[src/hdl/vnorm_pkg.sv]
// Package for the vector normalizer: payload structs, controller/datapath
// command and status structs, widths and arithmetic constants.
// No dependencies.
package vnorm_pkg;

    localparam int VN_MAX_LEN = 16;      // default vector length limit

    localparam int ELEM_W  = 24;         // Q8.16 component
    localparam int OUT_W   = 32;         // Q1.30 component
    localparam int MAG_W   = 24;         // |element|
    localparam int SQ_W    = 47;         // |element|^2 <= 2^46
    localparam int SUM_W   = 51;         // Q19.32 square sum, saturating
    localparam int T_W     = 64;         // normalized sum
    localparam int ROOT_W  = 32;         // integer square root of T
    localparam int REM_W   = 33;         // divider remainder
    localparam int RECIP_W = 32;         // floor(2^61 / root)
    localparam int PROD_W  = MAG_W + RECIP_W;
    localparam int K_W     = 5;          // normalize shift count, at most 30
    localparam int STEP_W  = 5;          // sqrt and divide iteration counter

    localparam logic [STEP_W-1:0] STEP_LAST     = 5'd31;
    localparam logic [K_W-1:0]    H_BASE        = 5'd31;
    localparam logic [T_W-1:0]    SQRT_BIT_INIT = 64'h4000_0000_0000_0000;
    localparam logic [REM_W-1:0]  DIV_REM_INIT  = 33'h0_2000_0000;   // 2^61 >> 32
    localparam logic [PROD_W:0]   ONE_Q30       = 57'h4000_0000;

    typedef struct packed {
        logic signed [ELEM_W-1:0] element;
        logic                     last;
    } t_in_item;

    typedef struct packed {
        logic signed [OUT_W-1:0] unit_element;
        logic                    valid_norm;
        logic                    last_out;
    } t_out_item;

    typedef struct packed {
        logic capture;      // input transfer: latch square
        logic store;        // element kept: write store
        logic accumulate;   // add latched square to the sum
        logic load_t;       // copy new sum into the normalize register
        logic norm_step;    // T <<= 2, k++
        logic zero_path;    // zero sum: reciprocal 0
        logic sqrt_init;
        logic sqrt_step;
        logic div_init;
        logic div_step;
        logic mul;          // |stored| * reciprocal
        logic emit;         // load output register
        logic last_out;
        logic clear;        // end of vector: clear the sum
    } t_dp_cmd;

    typedef struct packed {
        logic t_zero;       // sum is zero
        logic t_top;        // T in [2^60, 2^64)
        logic out_free;     // output register can take a result
    } t_dp_stat;

endpackage

[src/hdl/vnorm_ram.sv]
// Generic single-write, single-read RAM with registered read data.
// No dependencies.
module vnorm_ram #(
    parameter int WIDTH = 24,
    parameter int DEPTH = 16
) (
    input  logic                                  i_clk,
    input  logic                                  i_we,
    input  logic [((DEPTH > 1) ? $clog2(DEPTH) : 1)-1:0] i_waddr,
    input  logic [WIDTH-1:0]                      i_wdata,
    input  logic [((DEPTH > 1) ? $clog2(DEPTH) : 1)-1:0] i_raddr,
    output logic [WIDTH-1:0]                      o_rdata
);

    logic [WIDTH-1:0] mem [DEPTH];
    logic [WIDTH-1:0] r_rdata;

    always_ff @(posedge i_clk) begin
        if (i_we) begin
            mem[i_waddr] <= i_wdata;
        end
        r_rdata <= mem[i_raddr];
    end

    assign o_rdata = r_rdata;

endmodule

[src/hdl/vnorm_ctrl.sv]
// Vector normalizer controller: sequences load, normalize, square root,
// divide and emit phases. Depends on vnorm_pkg.
module vnorm_ctrl #(
    parameter int MAX_LEN = vnorm_pkg::VN_MAX_LEN,
    parameter int AW      = (MAX_LEN > 1) ? $clog2(MAX_LEN) : 1
) (
    input  logic               i_clk,
    input  logic               i_rst_n,
    input  logic               i_in_valid,
    input  logic               i_in_last,
    output logic               o_in_ready,
    input  vnorm_pkg::t_dp_stat i_stat,
    output vnorm_pkg::t_dp_cmd  o_cmd,
    output logic [AW-1:0]      o_waddr,
    output logic [AW-1:0]      o_raddr
);

    localparam int CW = $clog2(MAX_LEN + 1);

    typedef enum logic [8:0] {
        ST_IDLE  = 9'b000000001,
        ST_ACC   = 9'b000000010,
        ST_NORM  = 9'b000000100,
        ST_SQRT  = 9'b000001000,
        ST_DINIT = 9'b000010000,
        ST_DIV   = 9'b000100000,
        ST_RD    = 9'b001000000,
        ST_MUL   = 9'b010000000,
        ST_RND   = 9'b100000000
    } t_state;

    t_state                      r_state, n_state;
    logic [CW-1:0]               r_count, n_count;
    logic [CW-1:0]               r_idx, n_idx;
    logic [vnorm_pkg::STEP_W-1:0] r_iter, n_iter;
    logic                        r_last, n_last;
    logic                        accept;
    logic                        room;
    logic                        last_item;

    assign o_in_ready = (r_state == ST_IDLE);
    assign accept     = i_in_valid && o_in_ready;
    assign room       = (r_count < CW'(MAX_LEN));
    assign last_item  = ((r_idx + CW'(1)) == r_count);
    assign o_waddr    = r_count[AW-1:0];
    assign o_raddr    = r_idx[AW-1:0];

    always_comb begin
        n_state = r_state;
        n_count = r_count;
        n_idx   = r_idx;
        n_iter  = r_iter;
        n_last  = r_last;
        o_cmd   = '0;
        unique case (r_state)
            ST_IDLE: begin
                if (accept) begin
                    o_cmd.capture = 1'b1;
                    o_cmd.store   = room;
                    if (room) begin
                        n_count = r_count + CW'(1);
                    end
                    n_last  = i_in_last;
                    n_state = ST_ACC;
                end
            end
            ST_ACC: begin
                o_cmd.accumulate = 1'b1;
                if (r_last) begin
                    o_cmd.load_t = 1'b1;
                    n_state      = ST_NORM;
                end else begin
                    n_state = ST_IDLE;
                end
            end
            ST_NORM: begin
                if (i_stat.t_zero) begin
                    o_cmd.zero_path = 1'b1;
                    n_idx           = '0;
                    n_state         = ST_RD;
                end else if (i_stat.t_top) begin
                    o_cmd.sqrt_init = 1'b1;
                    n_iter          = '0;
                    n_state         = ST_SQRT;
                end else begin
                    o_cmd.norm_step = 1'b1;
                end
            end
            ST_SQRT: begin
                o_cmd.sqrt_step = 1'b1;
                n_iter          = r_iter + 1'b1;
                if (r_iter == vnorm_pkg::STEP_LAST) begin
                    n_state = ST_DINIT;
                end
            end
            ST_DINIT: begin
                o_cmd.div_init = 1'b1;
                n_iter         = '0;
                n_state        = ST_DIV;
            end
            ST_DIV: begin
                o_cmd.div_step = 1'b1;
                n_iter         = r_iter + 1'b1;
                if (r_iter == vnorm_pkg::STEP_LAST) begin
                    n_idx   = '0;
                    n_state = ST_RD;
                end
            end
            ST_RD: begin
                n_state = ST_MUL;   // store read in flight
            end
            ST_MUL: begin
                o_cmd.mul = 1'b1;
                n_state   = ST_RND;
            end
            ST_RND: begin
                if (i_stat.out_free) begin
                    o_cmd.emit     = 1'b1;
                    o_cmd.last_out = last_item;
                    if (last_item) begin
                        o_cmd.clear = 1'b1;
                        n_count     = '0;
                        n_state     = ST_IDLE;
                    end else begin
                        n_idx   = r_idx + CW'(1);
                        n_state = ST_RD;
                    end
                end
            end
            default: begin
                n_state = ST_IDLE;
            end
        endcase
    end

    always_ff @(posedge i_clk) begin
        if (!i_rst_n) begin
            r_state <= ST_IDLE;
            r_count <= '0;
            r_idx   <= '0;
            r_iter  <= '0;
            r_last  <= 1'b0;
        end else begin
            r_state <= n_state;
            r_count <= n_count;
            r_idx   <= n_idx;
            r_iter  <= n_iter;
            r_last  <= n_last;
        end
    end

endmodule

[src/hdl/vnorm_dp.sv]
// Vector normalizer datapath: element store, square sum, normalize shifter,
// iterative square root and divider, scaling multiplier, output register.
// Depends on vnorm_pkg and vnorm_ram.
module vnorm_dp #(
    parameter int MAX_LEN = vnorm_pkg::VN_MAX_LEN,
    parameter int AW      = (MAX_LEN > 1) ? $clog2(MAX_LEN) : 1
) (
    input  logic                  i_clk,
    input  logic                  i_rst_n,
    input  vnorm_pkg::t_in_item   i_in_data,
    input  vnorm_pkg::t_dp_cmd    i_cmd,
    input  logic [AW-1:0]         i_waddr,
    input  logic [AW-1:0]         i_raddr,
    output vnorm_pkg::t_dp_stat   o_stat,
    output logic                  o_out_valid,
    input  logic                  i_out_ready,
    output vnorm_pkg::t_out_item  o_out_data
);

    localparam int ELEM_W  = vnorm_pkg::ELEM_W;
    localparam int MAG_W   = vnorm_pkg::MAG_W;
    localparam int SQ_W    = vnorm_pkg::SQ_W;
    localparam int SUM_W   = vnorm_pkg::SUM_W;
    localparam int T_W     = vnorm_pkg::T_W;
    localparam int ROOT_W  = vnorm_pkg::ROOT_W;
    localparam int REM_W   = vnorm_pkg::REM_W;
    localparam int RECIP_W = vnorm_pkg::RECIP_W;
    localparam int PROD_W  = vnorm_pkg::PROD_W;
    localparam int K_W     = vnorm_pkg::K_W;
    localparam int OUT_W   = vnorm_pkg::OUT_W;

    logic [SQ_W-1:0]    r_sq;
    logic [SUM_W-1:0]   r_sum;
    logic [T_W-1:0]     r_t;
    logic [K_W-1:0]     r_k;
    logic [T_W-1:0]     r_x, r_root, r_bit;
    logic [REM_W-1:0]   r_rem;
    logic [RECIP_W-1:0] r_recip;
    logic               r_nz;
    logic [PROD_W-1:0]  r_prod;
    logic               r_neg;
    vnorm_pkg::t_out_item r_out;
    logic               r_out_valid;

    logic [ELEM_W-1:0]  rd_data;
    logic [MAG_W-1:0]   in_mag, rd_mag;
    logic [2*MAG_W-1:0] sq_full;
    logic [SUM_W:0]     acc;
    logic [SUM_W-1:0]   sum_sat;
    logic [T_W:0]       sq_try;
    logic               sq_ge;
    logic [REM_W-1:0]   rem2;
    logic               div_ge;
    logic [K_W-1:0]     h;
    logic [PROD_W:0]    rounded, shifted;
    logic [OUT_W-1:0]   q_mag;

    vnorm_ram #(
        .WIDTH (ELEM_W),
        .DEPTH (MAX_LEN)
    ) u_store (
        .i_clk   (i_clk),
        .i_we    (i_cmd.store),
        .i_waddr (i_waddr),
        .i_wdata (i_in_data.element),
        .i_raddr (i_raddr),
        .o_rdata (rd_data)
    );

    // load path
    assign in_mag  = i_in_data.element[ELEM_W-1] ? (~i_in_data.element + 1'b1)
                                                 : i_in_data.element;
    assign sq_full = in_mag * in_mag;
    assign acc     = {1'b0, r_sum} + (SUM_W + 1)'(r_sq);
    assign sum_sat = acc[SUM_W] ? {SUM_W{1'b1}} : acc[SUM_W-1:0];

    // square root step
    assign sq_try  = {1'b0, r_root} + {1'b0, r_bit};
    assign sq_ge   = ({1'b0, r_x} >= sq_try);

    // restoring divide step, dividend bits below the initial remainder are zero
    assign rem2    = {r_rem[REM_W-2:0], 1'b0};
    assign div_ge  = (rem2 >= {1'b0, r_root[ROOT_W-1:0]});

    // scale and round
    assign rd_mag  = rd_data[ELEM_W-1] ? (~rd_data + 1'b1) : rd_data;
    assign h       = vnorm_pkg::H_BASE - r_k;
    assign rounded = {1'b0, r_prod} + ((PROD_W + 1)'(1) << (h - 1'b1));
    assign shifted = rounded >> h;
    assign q_mag   = (shifted > vnorm_pkg::ONE_Q30) ? vnorm_pkg::ONE_Q30[OUT_W-1:0]
                                                    : shifted[OUT_W-1:0];

    assign o_stat.t_zero   = (r_t == '0);
    assign o_stat.t_top    = (r_t[T_W-1:T_W-4] != '0);
    assign o_stat.out_free = !r_out_valid || i_out_ready;

    always_ff @(posedge i_clk) begin
        if (!i_rst_n) begin
            r_sum       <= '0;
            r_out_valid <= 1'b0;
        end else begin
            if (i_cmd.clear) begin
                r_sum <= '0;
            end else if (i_cmd.accumulate) begin
                r_sum <= sum_sat;
            end
            if (i_cmd.emit) begin
                r_out_valid <= 1'b1;
            end else if (i_out_ready) begin
                r_out_valid <= 1'b0;
            end
        end
    end

    always_ff @(posedge i_clk) begin
        if (i_cmd.capture) begin
            r_sq <= i_cmd.store ? sq_full[SQ_W-1:0] : '0;
        end
        if (i_cmd.load_t) begin
            r_t <= T_W'(sum_sat);
            r_k <= '0;
        end else if (i_cmd.norm_step) begin
            r_t <= r_t << 2;
            r_k <= r_k + 1'b1;
        end
        if (i_cmd.sqrt_init) begin
            r_x    <= r_t;
            r_root <= '0;
            r_bit  <= vnorm_pkg::SQRT_BIT_INIT;
        end else if (i_cmd.sqrt_step) begin
            if (sq_ge) begin
                r_x    <= r_x - sq_try[T_W-1:0];
                r_root <= (r_root >> 1) + r_bit;
            end else begin
                r_root <= r_root >> 1;
            end
            r_bit <= r_bit >> 2;
        end
        if (i_cmd.zero_path) begin
            r_recip <= '0;
            r_nz    <= 1'b0;
        end else if (i_cmd.div_init) begin
            r_rem   <= vnorm_pkg::DIV_REM_INIT;
            r_recip <= '0;
            r_nz    <= 1'b1;
        end else if (i_cmd.div_step) begin
            r_rem   <= div_ge ? (rem2 - {1'b0, r_root[ROOT_W-1:0]}) : rem2;
            r_recip <= {r_recip[RECIP_W-2:0], div_ge};
        end
        if (i_cmd.mul) begin
            r_prod <= rd_mag * r_recip;
            r_neg  <= rd_data[ELEM_W-1];
        end
        if (i_cmd.emit) begin
            r_out.unit_element <= r_neg ? (OUT_W'(0) - q_mag) : q_mag;
            r_out.valid_norm   <= r_nz;
            r_out.last_out     <= i_cmd.last_out;
        end
    end

    assign o_out_valid = r_out_valid;
    assign o_out_data  = r_out;

endmodule

[src/hdl/vector_normalizer_unit.sv]
// Vector normalizer top level: ties controller and datapath together.
// Depends on vnorm_pkg, vnorm_ctrl, vnorm_dp (and vnorm_ram below it).
//
// Scales a vector, received one signed Q8.16 component per input transfer
// with the final component flagged by last, to unit length and returns the
// components as signed Q1.30 in arrival order, last_out on the final one.
// Up to MAX_LEN components are kept; further ones are dropped but a dropped
// last still closes the vector. A zero vector comes back as zeros with
// valid_norm low. Each component is loaded by its transfer, then the
// saturating square-sum add. After the last one the sum is normalized by
// one 2-bit shift per cycle (up to 30 shifts), then the integer square root
// and, after an init step, the reciprocal divide run at one bit per cycle
// each; a zero vector skips both. Each result then passes store read,
// multiply and round, waiting on any output stall, and the next store read
// starts only once it is emitted. Input ready is low from the transfer of a
// component until it is loaded, and from the last component until the final
// result sits in the output register, which keeps it while the next vector
// starts loading.
module vector_normalizer_unit #(
    parameter int MAX_LEN = vnorm_pkg::VN_MAX_LEN
) (
    input  logic                 i_clk,
    input  logic                 i_rst_n,
    input  logic                 i_in_valid,
    output logic                 o_in_ready,
    input  vnorm_pkg::t_in_item  i_in_data,
    output logic                 o_out_valid,
    input  logic                 i_out_ready,
    output vnorm_pkg::t_out_item o_out_data
);

    localparam int AW = (MAX_LEN > 1) ? $clog2(MAX_LEN) : 1;

    vnorm_pkg::t_dp_cmd  cmd;
    vnorm_pkg::t_dp_stat stat;
    logic [AW-1:0]       waddr;
    logic [AW-1:0]       raddr;

    vnorm_ctrl #(
        .MAX_LEN (MAX_LEN),
        .AW      (AW)
    ) u_ctrl (
        .i_clk      (i_clk),
        .i_rst_n    (i_rst_n),
        .i_in_valid (i_in_valid),
        .i_in_last  (i_in_data.last),
        .o_in_ready (o_in_ready),
        .i_stat     (stat),
        .o_cmd      (cmd),
        .o_waddr    (waddr),
        .o_raddr    (raddr)
    );

    vnorm_dp #(
        .MAX_LEN (MAX_LEN),
        .AW      (AW)
    ) u_dp (
        .i_clk       (i_clk),
        .i_rst_n     (i_rst_n),
        .i_in_data   (i_in_data),
        .i_cmd       (cmd),
        .i_waddr     (waddr),
        .i_raddr     (raddr),
        .o_stat      (stat),
        .o_out_valid (o_out_valid),
        .i_out_ready (i_out_ready),
        .o_out_data  (o_out_data)
    );

endmodule

[config.mk]
export PLATFORM = sky130hd
export DESIGN_NAME = vector_normalizer_unit
export DESIGN_NICKNAME = d
export VERILOG_FILES = /design/src/hdl/vnorm_pkg.sv /design/src/hdl/vnorm_ram.sv /design/src/hdl/vnorm_ctrl.sv /design/src/hdl/vnorm_dp.sv /design/src/hdl/vector_normalizer_unit.sv
export SDC_FILE = /design/constraint.sdc
export NUM_CORES = 2
export LEC_CHECK = 0
export BUFFER_PORTS_ARGS = -buffer_cell sky130_fd_sc_hd__buf_2
export CAP_MARGIN = 20
export CORE_MARGIN = 2
export CORE_UTILIZATION = 55
export DETAILED_ROUTE_END_ITERATION = 16
export PLACE_DENSITY = 0.71
export SYNTH_ARGS = -nofsm -noshare
export SYNTH_HDL_FRONTEND = slang
export SYNTH_HIERARCHICAL = 1
export SYNTH_SLANG_ARGS = --single-unit
[constraint.sdc]
create_clock -name i_clk -period 9.5 [get_ports i_clk]
set_input_delay 0.475 -clock i_clk [delete_from_list [all_inputs] [get_ports i_clk]]
set_output_delay 0.475 -clock i_clk [all_outputs]
set_load 0.05 [all_outputs]
# Word level (Yosys, flattened, before mapping)
# Memories as Yosys holds them, arrays and structs flattened. A register that Yosys moved wholly into a read port is not among the register bits.
# Cells that the tools add are included.
[word_totals]
input_bits = 29
mem_count = 1
elab_cells = 152
out_inout_bits = 36
ff_bits = 509
mem_bits_rw = 384
[mem_list]
columns = ["memory", "words", "word_bits", "rd", "rd_clocked_by_memory_dff", "wr", "line_no", "source"]
rows = [
  ["u_dp.u_store.mem", 16, 24, 1, 1, 1, "vnorm_ram.sv:15", "logic [WIDTH-1:0] mem [DEPTH];"],
]
[op_classes]
mul = 2
eq_ne = 22
bitwise_logic = 4
addsub = 15
reduce_logical = 24
shifts = 2
muxes = 56
magnitude_cmp = 4
[ops]
columns = ["operator", "count"]
rows = [
  ["64-bit 2-to-1 mux", 4],
  ["51-bit 2-to-1 mux", 3],
  ["32-bit 2-to-1 mux", 4],
  ["9-bit one-hot mux with 9 select lines", 1],
  ["64-bit by 63-bit adder with 65-bit output", 1],
  ["64-bit by 65-bit >= comparator with 1-bit output", 1],
  ["63-bit by 63-bit adder with 64-bit output", 1],
  ["64-bit zero test", 1],
  ["64-bit subtractor", 1],
  ["56-bit by 57-bit adder with 57-bit output", 1],
  ["57-bit by 31-bit > comparator with 1-bit output (second input constant)", 1],
  ["1-bit by 5-bit << shifter with 57-bit output (first input constant)", 1],
  ["57-bit by 5-bit >> shifter with 57-bit output", 1],
  ["24-bit by 32-bit multiplier with 56-bit output", 1],
  ["9-bit 2-to-1 mux", 6],
  ["51-bit by 47-bit adder with 52-bit output", 1],
  ["5-bit 2-to-1 mux", 10],
  ["24-bit by 1-bit adder with 24-bit output (second input constant)", 2],
  ["24-bit 2-to-1 mux", 2],
  ["24-bit NOT", 2],
  ["24-bit by 24-bit multiplier with 47-bit output", 1],
  ["33-bit by 32-bit >= comparator with 1-bit output", 1],
  ["1-bit by 32-bit subtractor with 32-bit output (first input constant)", 1],
  ["32-bit subtractor", 1],
  ["35 further kinds", 80],
]

# Longest topological paths before layout
[depth]
depth_word = 9
mapped_depth = 42
mapped_depth_nobuf = 41

# Cells and area by module
# Netlist, hierarchy kept.
[modules_own_cells]
columns = ["mod", "n_inst", "cells_per_inst", "seq_area_each_um2", "area_each_um2"]
rows = [
  ["vnorm_dp", 1, 9039, 12512.0, 77873.4],
  ["vnorm_ram", 1, 636, 12011.5, 14930.6],
  ["vnorm_ctrl", 1, 214, 500.5, 1694.1],
]

# Worst setup path before layout
# Ideal clock, no wire load.
[synth_timing]
kind = "input -> register"
startpoint = "in i_in_data[1] (netlist name)"
endpoint = "reg u_dp.r_sq[44], data pin"
required_time_ns = 9.234
arrival_time_ns = 9.819
path_buffers = 2
setup_ns = 0.266
path_slack_ns = -0.585
cell_stages = 36
cell_sequence = "inv_1 -> clkbuf_1 -> ha_1 -> nand2_1 -> or2_2 -> nand2b_1 -> o41ai_1 -> nand2_1 -> xor2_1 -> clkbuf_1 -> nand2_1 -> fa_1 -> inv_1 -> fa_1 -> fa_1 -> fa_1 -> inv_1 -> fa_1 -> inv_1 -> fa_1 -> fa_1 -> ha_1 -> or3_1 -> o31ai_1 -> o311ai_0 -> a41o_1 -> a2111oi_0 -> nor3_1 -> a211oi_1 -> and3b_1 -> o21ai_0 -> nand2b_1 -> a21o_1 -> a21oi_1 -> xor2_1 -> nor2_1"
[synth_between]
elab_chain_cells = 4
[synth_lines]
columns = ["element", "line_no", "source"]
rows = [
  ["start, declared", "vector_normalizer_unit.sv:26", "input vnorm_pkg::t_in_item i_in_data,"],
  ["24-bit NOT", "vnorm_dp.sv:71", "assign in_mag = i_in_data.element[ELEM_W-1] ? (~i_in_data.element + 1'b1)"],
  ["24-bit by 1-bit adder with 24-bit output", "vnorm_dp.sv:71", ""],
  ["24-bit 2-to-1 mux (*)", "vnorm_dp.sv:71", ""],
  ["24-bit by 24-bit multiplier with 47-bit output (*)", "vnorm_dp.sv:73", "assign sq_full = in_mag * in_mag;"],
  ["end signal, assigned", "vnorm_dp.sv:117", "r_sq <= i_cmd.store ? sq_full[SQ_W-1:0] : '0;"],
  ["end, declared", "vnorm_dp.sv:32", "logic [SQ_W-1:0] r_sq;"],
]
# Mark *: on every way between the ends. The rest lies on a longest branch, timed or not.
# A chain may end at the register's enable or synchronous reset.

# Worst setup path after layout
[layout_timing]
startpoint = "reg u_dp.u_store.r_rdata[5], in the netlist u_dp/u_store/o_rdata[5] (read register of u_dp.u_store.mem)"
endpoint = "reg u_dp.r_prod[54], data pin"
[layout_between]
elab_chain_cells = 4
[layout_lines]
columns = ["element", "line_no", "source"]
rows = [
  ["start, declared", "vnorm_ram.sv:16", "logic [WIDTH-1:0] r_rdata;"],
  ["24-bit NOT", "vnorm_dp.sv:86", "assign rd_mag = rd_data[ELEM_W-1] ? (~rd_data + 1'b1) : rd_data;"],
  ["24-bit by 1-bit adder with 24-bit output", "vnorm_dp.sv:86", ""],
  ["24-bit 2-to-1 mux (*)", "vnorm_dp.sv:86", ""],
  ["24-bit by 32-bit multiplier with 56-bit output (*)", "vnorm_dp.sv:151", "r_prod <= rd_mag * r_recip;"],
  ["end signal, assigned", "vnorm_dp.sv:151", ""],
  ["end, declared", "vnorm_dp.sv:40", "logic [PROD_W-1:0] r_prod;"],
]
# Marks and branches as above.

==> run_results.csv <==
group,metric,value,unit
run_status,status,"complete, but fails checks",
run_status,violations,"negative setup slack",
synthesis,synth_edf_count,668,
timing,timing.final.ws_setup,-0.247,ns
cts,cts_tree,"built",
die,row_count,152,
cts,path_clk_slew,0.06,ns
global_routing,top_usage_layer,"met2",
cts,cts_buffers,103,
finish,utilization,61.8,%
worst_setup_path,timing.critical_path.mode_cell,"fa_1",
synthesis,synth.top_cell.area_share,23.0,%
die,start_util,55.2,%
die,core,171000,sq um
drt,detail_route.wl_per_cell,21.8,microns
finish,diodes,0,
worst_setup_path,end_kind,"flip-flop",
timing,layout_min_cycle_time,9.75,ns
drt,via_count,75100,
timing,skew,0.0707,ns
cts,cts_root_buf,"clkbuf_16",
die,die-area,175000,sq um
drt,drt_wl_total,273000,microns
worst_setup_path,slowest_delay,0.61,ns
synthesis,yosysMostFrequentCell,"inv_1",
timing,hold_violations,0,
worst_setup_path,cp-startpoint,"u_dp/u_store/o_rdata[5]$_DFF_P_",
drt,drc,0,
finish,syn_to_final_growth,11.9,%
worst_setup_path,rr_worst_depth,36,
timing,tightest_slew,1.06,ns
finish,fin_nets,12000,
cts,clkLatencyLatePin,0.77,ns
worst_setup_path,endpoint,"u_dp/r_prod[54]$_DFFE_PP_",
drt,vias_per_cell,5.98,
timing,finalSetupViolCount,6,
worst_setup_path,r2r_end,"u_dp/r_prod[54]$_DFFE_PP_",
placement,placed_cell_area,101000,sq um
worst_setup_path,r2r_slack,-0.25,ns
global_routing,grt_first_pass_wirelength,431000,microns
global_routing,met3_usage,5.81,%
timing,relSlewSlack,29.2,%
synthesis,ys_warn_count,6,
timing,holdWs,0.116,ns
global_routing,grt_pass1_vias,76400,
min_path,hp-class,"input pin to flip-flop",
worst_setup_path,path_max_fanout,5,
placement,dp_hpwl,206000,microns
timing,rsz0062_at_grt,"yes",
drt,drt_iter0_drc,7126,
synthesis,ys_seq_area_share,26.5,%
timing,clock.fmax,0.103,GHz
synthesis,async_flop_share,0,%
timing,finalSetupTns,-1.19,ns
cts,clock-sinks,916,
global_routing,overflow,0,
cts,htree_levels,3,
synthesis,synth_area,94500,sq um
synthesis,netlist_instances,9889,
finish,fin_area,106000,sq um
global_routing,grt_max_degree,110,
synthesis,yosys_most_used_dff,"edfxtp_1",
worst_setup_path,critPathLaunchType,"flip-flop",
die,die_h,419,microns
synthesis,syn_area_per_cell,9.56,sq um
worst_setup_path,timing.rr.start,"u_dp/u_store/o_rdata[5]$_DFF_P_",
global_routing,grtUsageMet1,42.4,%
die,dieWidth,419,microns
cts,cts_buffer_depth,3,
drt,ant_nets,0,
synthesis,ys_ff_latch,916,
drt,firstDrtPassIters,6,
placement,gp_congestion,0.991,
worst_setup_path,crit_type,"flip-flop to flip-flop",
worst_setup_path,worstPathArrival,10.20,ns
finish,drive_gt1_share,12.9,%
synthesis,synth_area_leaders,"fa_1 (23%), edfxtp_1 (21%), ha_1 (7.9%), inv_1 (5.6%), dfxtp_1 (5.3%)",
global_routing,met2_usage,50.7,%
run,max_cap_violations,0,
placement,io_buffers,64,
worst_setup_path,crit_required,9.95,ns
die,io_pins,65,
synthesis,synth.distinct_cells,120,
synthesis,synthTopCellsByCount,"inv_1 (1,400), nand2_1 (1,119), fa_1 (1,084), nor2_1 (810), edfxtp_1 (668)",
synthesis,synth_top_area_cell,"fa_1",
global_routing,grt.total_usage,31.4,%
worst_setup_path,cp_slowest_cell,"or4_4",
timing,slew_viol_final,0,
global_routing,grt_antenna_before_repair,4,
timing,fin_crit_sh,103,%
cell families (layout without fill, tap and decap cells):
group | Yosys count | after routing | synth area share [%]
AND/OR/NAND/NOR | 2976 | 2976 | 14.6
other | 2 | 17 | 0.00795
AO/OA/AOI/OAI | 1743 | 1743 | 12.1
multiplexers | 270 | 270 | 4.46
buffers and inverters | 1896 | 2329 | 7.70
XOR/XNOR | 402 | 402 | 3.73
flip-flops | 916 | 916 | 26.5
adder cells (fa/ha/maj) | 1684 | 1684 | 30.9
state kept, by name (all words and copies together) (netlist names), 34 cells and up:
register / flops
u_dp/r_sum: 51
u_dp/u_store/mem: 384
u_dp/r_t: 64
u_dp/r_x: 64
u_dp/o_out_data: 34
u_dp/r_sq: 46
u_dp/r_root: 64
u_dp/r_prod: 56
cell usage in the layout, fill, tap and decap left out, drive strengths merged, types with 24 or more instances in the layout:
| master | n |
|---|---|
| or3 | 64 |
| mux4 | 118 |
| nand4 | 66 |
| nand2b | 84 |
| a31oi | 83 |
| o31ai | 48 |
| and2 | 265 |
| dfxtp | 248 |
| a311oi | 27 |
| o21a | 57 |
| and3 | 40 |
| nor4 | 48 |
| a21oi | 411 |
| nor2b | 114 |
| fa | 1084 |
| o211ai | 50 |
| a2111oi | 24 |
| mux2i | 137 |
| buf | 726 |
| or2 | 32 |
| xor2 | 159 |
| nor2 | 811 |
| a21boi | 28 |
| edfxtp | 668 |
| nand3 | 104 |
| clkinv | 59 |
| ha | 600 |
| clkbuf | 120 |
| nand2 | 1119 |
| o21ai | 413 |
| a21o | 139 |
| nor3 | 132 |
| or4 | 29 |
| a211oi | 100 |
| a22oi | 63 |
| xnor2 | 243 |
| inv | 1408 |
| o21bai | 52 |
final cells by class:
type / instances / area [sq um]
fillers: 14100 / 65400
clock buffers: 120 / 2760
flip-flops and latches: 916 / 25000
inverters: 1407 / 5290
clock inverters: 74 / 737
repair buffers: 728 / 5710
multi-input cells: 7092 / 63400
well taps: 2233 / 2790
metrics by stage:
step | std cells | setup slack, ns
global route | 12600 | -0.508
CTS | 12600 | -0.139
detailed placement | 12300 | -1.16
global placement | 12300 | -1.07
finish | 12600 | -0.247
floorplan | 9904 | -0.0299
worst min-delay path by stage:
stage | slack [ns] | startpoint | endpoint | cells after the start
after detailed placement | 0.43 | u_dp/r_nz$_SDFFE_PP0P_ | u_dp/o_out_data[1]$_DFFE_PP_ | 0
after CTS | 0.05 | i_in_valid | u_ctrl/r_state[5]$_SDFFE_PN0P_ | 4
after floorplan | 0.41 | u_dp/r_nz$_SDFFE_PP0P_ | u_dp/o_out_data[1]$_DFFE_PP_ | 0
after global placement | 0.44 | u_dp/r_nz$_SDFFE_PP0P_ | u_dp/o_out_data[1]$_DFFE_PP_ | 0
after global routing | 0.10 | i_in_valid | u_ctrl/r_state[5]$_SDFFE_PN0P_ | 4
final | 0.12 | i_out_ready | u_dp/o_out_valid$_SDFFE_PN0P_ | 3
repair_timing:
| item | CTS | global route |
|---|---|---|
| gates resized for setup | 119 | 59 |
| gates cloned | 1 | 0 |
| setup endpoints to repair | 21 | 17 |
| hold buffers | 2 | 0 |
| buffers inserted | 17 | 17 |
| pin swaps | 95 | 31 |
| hold endpoints to repair | 2 | 0 |
layer usage:
layer	routed length [microns]	vias up
met4	11300	8
met1	111000	37200
met3	23700	640
li1	-	33900
met5	50	-
met2	127000	3365
worst max-delay path: cells and delay by family, from the launching register on:
kind                       cells  cell delay [ns]
xor gates and xnor gates       2             0.24
AOI/OAI and AO/OA             11             1.94
buffers and inverters          9             0.98
adders and majority gates      8             3.76
DFF                            1             0.32
and+or+nand+nor                6             2.17
Power is not shown: default switching activity piles up to over one toggle a cycle in this logic, so the estimate is an artifact.
